## src/design/bmmc_pkg.sv

```systemverilog
package bmmc_pkg;

  localparam int CART_RAM_BANKS_DEF = 4;
  localparam int ROM_BANK_BITS_DEF  = 7;

  localparam int OFFSET_W       = 14;
  localparam int ROM_BANK_W_MAX = 7;
  localparam int ROM_ADDR_W     = OFFSET_W + ROM_BANK_W_MAX;
  localparam int RAM_OFFSET_W   = 13;
  localparam int RAM_BANK_SIZE  = 8192;
  localparam int CLEAR_DEPTH    = 8192;
  localparam int SPRITE_DEPTH   = 160;
  localparam int HIGH_DEPTH     = 127;

  localparam logic [15:0] VIDEO_BASE  = 16'h8000;
  localparam logic [15:0] CART_BASE   = 16'hA000;
  localparam logic [15:0] WORK_BASE   = 16'hC000;
  localparam logic [15:0] SPRITE_BASE = 16'hFE00;
  localparam logic [15:0] UNUSED_BASE = 16'hFEA0;
  localparam logic [15:0] IO_BASE     = 16'hFF00;
  localparam logic [15:0] HIGH_BASE   = 16'hFF80;
  localparam logic [15:0] IE_ADDR     = 16'hFFFF;

  // Bank controller register select, address bits 14:13 below 0x8000.
  localparam logic [1:0] SEL_RAM_ENABLE = 2'd0;
  localparam logic [1:0] SEL_ROM_LOW    = 2'd1;
  localparam logic [1:0] SEL_UPPER      = 2'd2;
  localparam logic [1:0] SEL_MODE       = 2'd3;

  localparam logic [3:0] RAM_ENABLE_KEY = 4'hA;
  localparam logic [7:0] OPEN_BUS       = 8'hFF;

  typedef enum logic [3:0] {
    RG_ROM,
    RG_VIDEO,
    RG_CART,
    RG_WORK,
    RG_SPRITE,
    RG_UNUSED,
    RG_IO,
    RG_HIGH,
    RG_IE
  } region_t;

  typedef struct packed {
    logic        valid;
    logic        write;
    logic [15:0] address;
    logic [7:0]  data;
  } req_t;

  typedef struct packed {
    logic       ok;
    logic [1:0] bank;
  } cart_ctl_t;

  function automatic region_t region_of(input logic [15:0] a);
    region_t r;
    if (a < VIDEO_BASE) r = RG_ROM;
    else if (a < CART_BASE) r = RG_VIDEO;
    else if (a < WORK_BASE) r = RG_CART;
    else if (a < SPRITE_BASE) r = RG_WORK;
    else if (a < UNUSED_BASE) r = RG_SPRITE;
    else if (a < IO_BASE) r = RG_UNUSED;
    else if (a < HIGH_BASE) r = RG_IO;
    else if (a < IE_ADDR) r = RG_HIGH;
    else r = RG_IE;
    return r;
  endfunction

endpackage

```

## src/design/bmmc_bank.sv

```systemverilog
module bmmc_bank
  import bmmc_pkg::*;
#(
  parameter int CART_RAM_BANKS = CART_RAM_BANKS_DEF,
  parameter int ROM_BANK_BITS  = ROM_BANK_BITS_DEF
) (
  input  logic                  clk,
  input  logic                  rst_n,
  input  req_t                  req,
  input  logic                  cfg_we,
  input  logic [2:0]            cfg_wdata,
  output logic [ROM_ADDR_W-1:0] rom_address,
  output cart_ctl_t             cart
);

  logic [2:0]               ram_bank_count_r;
  logic [ROM_BANK_BITS-1:0] rom_bank_r;
  logic [ROM_BANK_BITS-1:0] rom_bank_nxt;
  logic [1:0]               ram_bank_r;
  logic [1:0]               ram_bank_nxt;
  logic                     ram_enable_r;
  logic                     ram_enable_nxt;
  logic                     bank_mode_r;
  logic                     bank_mode_nxt;
  logic [ROM_BANK_W_MAX-1:0] bank_full;
  logic [ROM_BANK_W_MAX-1:0] bank_sel;
  logic [ROM_BANK_W_MAX-1:0] bank_wr;
  logic [4:0]               low_five;
  logic [2:0]               fitted;
  logic                     ctl_write;

  assign bank_full = ROM_BANK_W_MAX'(rom_bank_r);
  assign bank_sel  = req.address[OFFSET_W] ? bank_full : '0;
  assign rom_address = {bank_sel, req.address[OFFSET_W-1:0]};

  // A bank count beyond the fitted store is taken as the fitted store.
  assign fitted = (ram_bank_count_r > 3'(CART_RAM_BANKS)) ? 3'(CART_RAM_BANKS)
                                                          : ram_bank_count_r;

  always_comb begin
    cart.ok = ram_enable_r && (fitted != 3'd0);
    case (fitted)
      3'd1:    cart.bank = 2'd0;
      3'd2:    cart.bank = {1'b0, ram_bank_r[0]};
      3'd3:    cart.bank = (ram_bank_r == 2'd3) ? 2'd0 : ram_bank_r;
      default: cart.bank = ram_bank_r;
    endcase
  end

  assign ctl_write = req.valid && req.write && (req.address < VIDEO_BASE);
  assign low_five  = (req.data[4:0] == 5'd0) ? 5'd1 : req.data[4:0];

  always_comb begin
    ram_enable_nxt = ram_enable_r;
    ram_bank_nxt   = ram_bank_r;
    bank_mode_nxt  = bank_mode_r;
    bank_wr        = bank_full;
    if (ctl_write) begin
      case (req.address[OFFSET_W:RAM_OFFSET_W])
        SEL_RAM_ENABLE: ram_enable_nxt = (req.data[3:0] == RAM_ENABLE_KEY);
        SEL_ROM_LOW:    bank_wr = {bank_full[6:5], low_five};
        SEL_UPPER: begin
          if (bank_mode_r) ram_bank_nxt = req.data[1:0];
          else bank_wr = {req.data[1:0], bank_full[4:0]};
        end
        SEL_MODE:       bank_mode_nxt = req.data[0];
        default:        bank_mode_nxt = bank_mode_r;
      endcase
    end
    rom_bank_nxt = bank_wr[ROM_BANK_BITS-1:0];
  end

  always_ff @(posedge clk) begin
    if (!rst_n) begin
      ram_bank_count_r <= '0;
      rom_bank_r       <= ROM_BANK_BITS'(1);
      ram_bank_r       <= '0;
      ram_enable_r     <= 1'b0;
      bank_mode_r      <= 1'b0;
    end else begin
      if (cfg_we) ram_bank_count_r <= cfg_wdata;
      rom_bank_r   <= rom_bank_nxt;
      ram_bank_r   <= ram_bank_nxt;
      ram_enable_r <= ram_enable_nxt;
      bank_mode_r  <= bank_mode_nxt;
    end
  end

  // The wrapped RAM bank must always lie inside the fitted banks.
  a_cart_bank_fits: assert property (@(posedge clk) disable iff (!rst_n)
    cart.ok |-> ({1'b0, cart.bank} < fitted))
    else $error("cartridge RAM bank outside fitted banks");

endmodule

```

## config.mk

```make
export PLATFORM = sky130hd
export DESIGN_NAME = bmmc_bank
export DESIGN_NICKNAME = d
export VERILOG_FILES = /design/src/design/bmmc_pkg.sv /design/src/design/bmmc_bank.sv
export SDC_FILE = /design/constraint.sdc
export NUM_CORES = 1
export LEC_CHECK = 0
export BUFFER_PORTS_ARGS = -buffer_cell sky130_fd_sc_hd__buf_4
export CAP_MARGIN = 0
export CORE_AREA = 8 8 53 55
export DETAILED_ROUTE_END_ITERATION = 7
export DIE_AREA = 0 0 61 63
export PLACE_DENSITY = 0.79
export SETUP_SLACK_MARGIN = 0.05
export SYNTH_ARGS = -nofsm -noshare
export SYNTH_HDL_FRONTEND = slang
export SYNTH_SLANG_ARGS = --single-unit
```

## constraint.sdc

```tcl
create_clock -name clk -period 1.7 [get_ports clk]
set_clock_uncertainty 0.05 [all_clocks]
set_input_delay 0.085 -clock clk [delete_from_list [all_inputs] [get_ports clk]]
set_output_delay 0.085 -clock clk [all_outputs]
set_load 0.05 [all_outputs]
```

==> reports/metrics.csv, run 1 <==
metric,value,unit
status,completed,
Max Cap Viol,0,
"most common cell after layout, fill and taps aside",buf_4,
share of cells above drive strength 1,33.01,%
CTS tree,done,
crit share post-route,78.35,%
DR pass1 iterations,3,
gr usage total,9.516,%
"commonest cells after routing, fill and taps aside","buf_4, nand2_1, dfxtp_1, mux2i_1, and2_1",
synth unique cells,22,
#FFs+latches synth,14,
port bufs,26,
"area leader, netlist",dfxtp_1,
CORE AREA,2063,sq um
Clock Latency Late Sink,0.27,ns
routed wire length,1.715,mm
Overflow after GRT,0,
cts hold-fix bufs,0,
crit path max fanout,5,
initial detailed-routing violation count,5,
Root Driver,clkbuf_4,
Lkg Pwr,0.4181,nW
Rel. slew slack,82.13,%
critical path data arrival time,1.20,ns
Pwr Density,650.8,nW/um^2
fin cells,131,
largest net degree at the start of global routing,21,
Syn Std Cell Area,799.5,sq um
crit end category,primary output,
DRC viols,0,
final instance area,933.4,sq um
post_cts resized,0,
Boundary Pins,56,
Max Root-Sink Buffers,2,
Rows,17,
fin. max-slew vios,0,
syn avg cell area,8.786,sq um
die area,3843,sq um
fillcell total,214,
starting density of the core,38.75,%
Final Hold Fails,0,
fin nets,137,
post-DR vias/cell,4.725,
Crit Path Class,reg -> out,
# clock sinks,14,
setup bufs post-CTS,0,
Worst-path clk slew,0.07,ns
placed cell area,910.9,sq um
routability congestion estimate,0.6927,
VDD IR-drop max,0.6025,mV
P&R area growth vs syn,16.74,%
Startpoint Class,register,
final setup violation count,0,
CTS buffer count,3,
placed insts,128,
DRT antenna net count,0,
sequential area share after synthesis,35.05,%
# diodes,0,
final worst path period need,1.332,ns
vias in the first global route,629,
vias post-DR,619,
H-tree depth,1,
RSZ-0062 raised after global routing,false,
Synth warnings,0,
HPWL Detailed,1.433,mm
Fin Setup TNS,0,ns
top cell type's share of synthesized area,35.05,%
"Req. time, crit path",1.56,ns
worst reg-to-reg setup slack,0.88,ns
Max Clock Freq,750.8,MHz
post-layout util,45.24,%
cells after synthesis,91,
Mapped Nets,123,
initial antenna violation count,0,
Die Wd,61,um
first-pass GRT wire length,2.835,mm
drt wl/cell,13.09,um
Area contributors post-synth,"dfxtp_1, mux2i_1, buf_4, nand2_1, and2_1",
Hold WC Path Type,in -> reg,
Slew @ Worst Pin,0.2644,ns
chip height,63,um
==> final cells by class <==
class / count / area (sq um) / area share (%)
timing repair buffer: 26 / 195.2 / 20.91
clock buffer: 3 / 22.52 / 2.413
sequential: 14 / 280.3 / 30.03
multi-input combinational: 58 / 392.9 / 42.09
tap: 28 / 35.03 / 3.753
inverter: 2 / 7.507 / 0.8043
==> through the flow <==
step           total power [mW]  hold slack, ns  setup slack (ns)
6_report                 0.6074         0.02198            0.3680
5_1_grt                  0.6427         0.02297            0.3060
4_1_cts                  0.6182         0.01654            0.3507
3_5_place_dp             0.4384          0.1203            0.6530
3_3_place_gp             0.4349          0.1203            0.6798
2_1_floorplan            0.4774          0.1771            0.6226
==> layer usage <==
layer / track usage, % / wire [um] / vias up
met5: 0 / 0 / -
met4: 1.166 / 0 / 0
met3: 7.613 / 237 / 0
met2: 16.01 / 834 / 25
met1: 8.910 / 643 / 278
li1: - / - / 316
==> cells in the mapped netlist <==
cell type,n
dfxtp_1,14
nor2_2,1
buf_4,14
o31a_1,3
nand3b_1,1
buf_2,2
nor2_1,2
nor2b_1,4
clkbuf_1,1
and3_4,1
inv_1,2
a41o_2,1
mux2i_1,12
and2_1,7
and4b_2,1
and4bb_2,1
nand2_1,17
o21ai_0,1
nand4b_1,1
a21oi_1,2
nor4bb_1,1
nor4_1,2
==> logic make-up after synthesis <==
group,after synthesis,share of synthesized area (%)
AO/OA/AOI/OAI,7,6.573
flip-flops,14,35.05
multiplexers,12,15.02
AND/OR/NAND/NOR,39,27.54
buffers and inverters,19,15.81
==> final timing paths <==
| check | startpoint | endpoint | cells after the start |
|---|---|---|---|
| setup / recovery | ram_bank_count_r[0]$_SDFFE_PN0P_ | cart[0] | 3 |
| hold / removal | cfg_wdata[2] | ram_bank_count_r[2]$_SDFFE_PN0P_ | 3 |
| setup reg to reg | bank_mode_r$_SDFFE_PN0P_ | ram_bank_r[0]$_SDFFE_PN0P_ | 2 |
| hold reg to reg | bank_full[4]$_SDFFE_PN0P_ | bank_full[4]$_SDFFE_PN0P_ | 2 |
==> power by group <==
part	internal, mW	switching (mW)	total (mW)	leakage (nW)
Combinational	0.0426	0.0467	0.0893	0.291
Sequential	0.334	0.00554	0.340	0.114
Clock	0.0820	0.0963	0.178	0.0138
==> sequential cells by signal, indices dropped and copies added, names as in the netlist <==
| signal | flops |
|---|---|
| bank_full | 7 |
| ram_bank_count_r | 3 |
| ram_bank_r | 2 |
| bank_mode_r | 1 |
| ram_enable_r | 1 |
==> critical path, stage by stage, from the launching register on <==
cell	delay [ns]
dfxtp_1	0.40
inv_1	0.06
o31a_1	0.29
buf_4	0.19
Power figures use the tool's default switching activity.
==> inputs of run 2 (changes only) <==
- CORE_AREA: 8 8 53 55 -> 8 8 57 59
- DIE_AREA: 0 0 61 63 -> 0 0 65 67
- PLACE_DENSITY: 0.79 -> 0.71
- clock period: 1.7 -> 1.2 ns (I/O delays scaled with it)
==> reports/metrics.csv, run 2 (synthesized netlist as in run 1, its figures left out) <==
metric,value,unit,change
Slew @ Worst Pin,0.3009,ns,was 0.2644 ns
H-tree depth,1,,unchanged
Top Family by Delay on Critical Path,flip-flops,,unchanged
Worst-path clk slew,0.07,ns,about the same
share of cells above drive strength 1,35.51,%,was 33.01%
routed wire length,1.877,mm,was 1.715 mm
Pwr Density,880.9,nW/um^2,was 650.8 nW/um^2
final instance area,991.0,sq um,was 933.4 sq um
Overflow after GRT,0,,unchanged
CTS tree,done,,unchanged
gr usage total,9.132,%,was 9.516%
vias post-DR,652,,was 619
post-DR vias/cell,4.759,,was 4.725
port bufs,26,,unchanged
violated checks,negative setup slack,,
initial antenna violation count,0,,unchanged
"most common cell after layout, fill and taps aside",buf_4,,unchanged
crit end category,primary output,,unchanged
worst path cell trace,nor2b_1 > o31a_1 > buf_6,,was inv_1 > o31a_1 > buf_4
chip height,67,um,was 63 um
pre-CTS WS,0.1891,ns,was 0.6530 ns
placed cell area,913.4,sq um,was 910.9 sq um
fin nets,141,,was 137
Rows,18,,was 17
# diodes,0,,unchanged
max incr delay on CP,0.34,ns,was 0.40 ns
drt wl/cell,13.70,um,was 13.09 um
CORE AREA,2365,sq um,was 2063 sq um
slowest CP cell,dfxtp_2,,was dfxtp_1
Max Clock Freq,793.1,MHz,
max reg flops,7,,unchanged
DRT antenna net count,0,,unchanged
VDD IR-drop max,0.6582,mV,was 0.6025 mV
DR pass1 iterations,4,,was 3
CTS buffer count,3,,unchanged
largest net degree at the start of global routing,21,,unchanged
Boundary Pins,56,,unchanged
Clock Latency Late Sink,0.27,ns,about the same
Lkg Pwr,0.4393,nW,was 0.4181 nW
Final Hold Fails,0,,unchanged
P&R area growth vs syn,23.94,%,was 16.74%
first-pass GRT wire length,3.105,mm,was 2.835 mm
worst setup margin,-0.06086,ns,was 0.3680 ns
Crit Path Class,reg -> out,,unchanged
crit path max fanout,5,,unchanged
RSZ-0062 raised after global routing,true,,was false
WP buf/inv,1,,was 2
routability congestion estimate,0.6561,,was 0.6927
critical path data arrival time,1.15,ns,was 1.20 ns
Startpoint Class,register,,unchanged
DRC viols,0,,unchanged
Max Root-Sink Buffers,2,,unchanged
die area,4355,sq um,was 3843 sq um
Die Wd,65,um,was 61 um
crit share post-route,105.1,%,
starting density of the core,33.81,%,was 38.75%
Pwr Total,0.8729,mW,was 0.6074 mW
Max Cap Viol,0,,unchanged
HPWL Detailed,1.496,mm,was 1.433 mm
# clock sinks,14,,unchanged
Hold WC Path Type,in -> reg,,unchanged
Rel. slew slack,79.66,%,was 82.13%
fillcell total,252,,was 214
Root Driver,clkbuf_4,,unchanged
fin. max-slew vios,0,,unchanged
"commonest cells after routing, fill and taps aside","buf_4, nand2_1, mux2i_1, dfxtp_1, and2_1",,"was buf_4, nand2_1, dfxtp_1, mux2i_1, and2_1"
initial detailed-routing violation count,46,,was 5
status,"finished, violations left",,was completed
vias in the first global route,660,,was 629
post-layout util,41.90,%,was 45.24%
final setup violation count,2,,was 0
final worst path period need,1.261,ns,
"Req. time, crit path",1.09,ns,was 1.56 ns
[run 2: changes by cell type in the layout (fill, tap and decap cells not counted)]
cell           previous run  this run
dlygate4sd3_1             0         3
buf_4                    26        24
dfxtp_1                  14        11
dfxtp_4                   0         1
buf_6                     0         3
dfxtp_2                   0         2
[run 2: layout make-up]
type,count,area (sq um),share of cell area (%)
clock buffers,3,22.52,2.273
flip-flops and latches,14,286.5,28.91
inverters,2,7.507,0.7576
multi-input cells,58,392.9,39.65
repair buffers,30,244.0,24.62
well taps,30,37.54,3.788
[run 2: per-stage QoR]
step           setup TNS, ns  instances  hold slack, ns
6_report            -0.09293        137        0.003480
5_1_grt              -0.2524        137         0.01279
4_1_cts              -0.1099        137       0.0003473
3_5_place_dp               0        130         0.07037
3_3_place_gp               0        130         0.07037
2_1_floorplan              0         91          0.1521
[run 2: timing repair]
item / 4_1_cts / 5_1_grt
resized for setup: 6 / 1
setup endpoints to repair: 3 / 3
pin swaps: 2 / 0
hold buffers: 3 / 0
endpoints found under the hold margin: 3 / 0
setup buffers: 1 / 0
[run 2: final timing paths]
path	startpoint	to	slack, ns	cells after the start
setup / recovery	ram_bank_count_r[1]$_SDFFE_PN0P_	cart[0]	-0.06	3
hold / removal	cfg_wdata[1]	ram_bank_count_r[1]$_SDFFE_PN0P_	0.003	3
setup reg to reg	ram_bank_count_r[2]$_SDFFE_PN0P_	ram_bank_count_r[2]$_SDFFE_PN0P_	0.36	3
hold reg to reg	bank_full[2]$_SDFFE_PN0P_	bank_full[2]$_SDFFE_PN0P_	0.40	2
[run 2: layer usage]
metal,vias to the layer above,part of all wire (%),wire length (um),track usage (%)
li1,330,-,-,-
met1,297,39,736,9.396
met2,23,49,915,14.66
met3,2,11,213,6.544
met4,0,0.64,12,2.452
met5,-,0,0,0
[run 2: tightest hold or removal path, stage by stage]
cell     delay (ns)
buf_4          0.08
mux2i_1        0.06
nor2b_1        0.10
[run 2: power breakdown]
group	switching [mW]	total (mW)	internal, mW
combinational	0.0697	0.139	0.0690
clock	0.136	0.252	0.116
sequential	0.00848	0.482	0.474
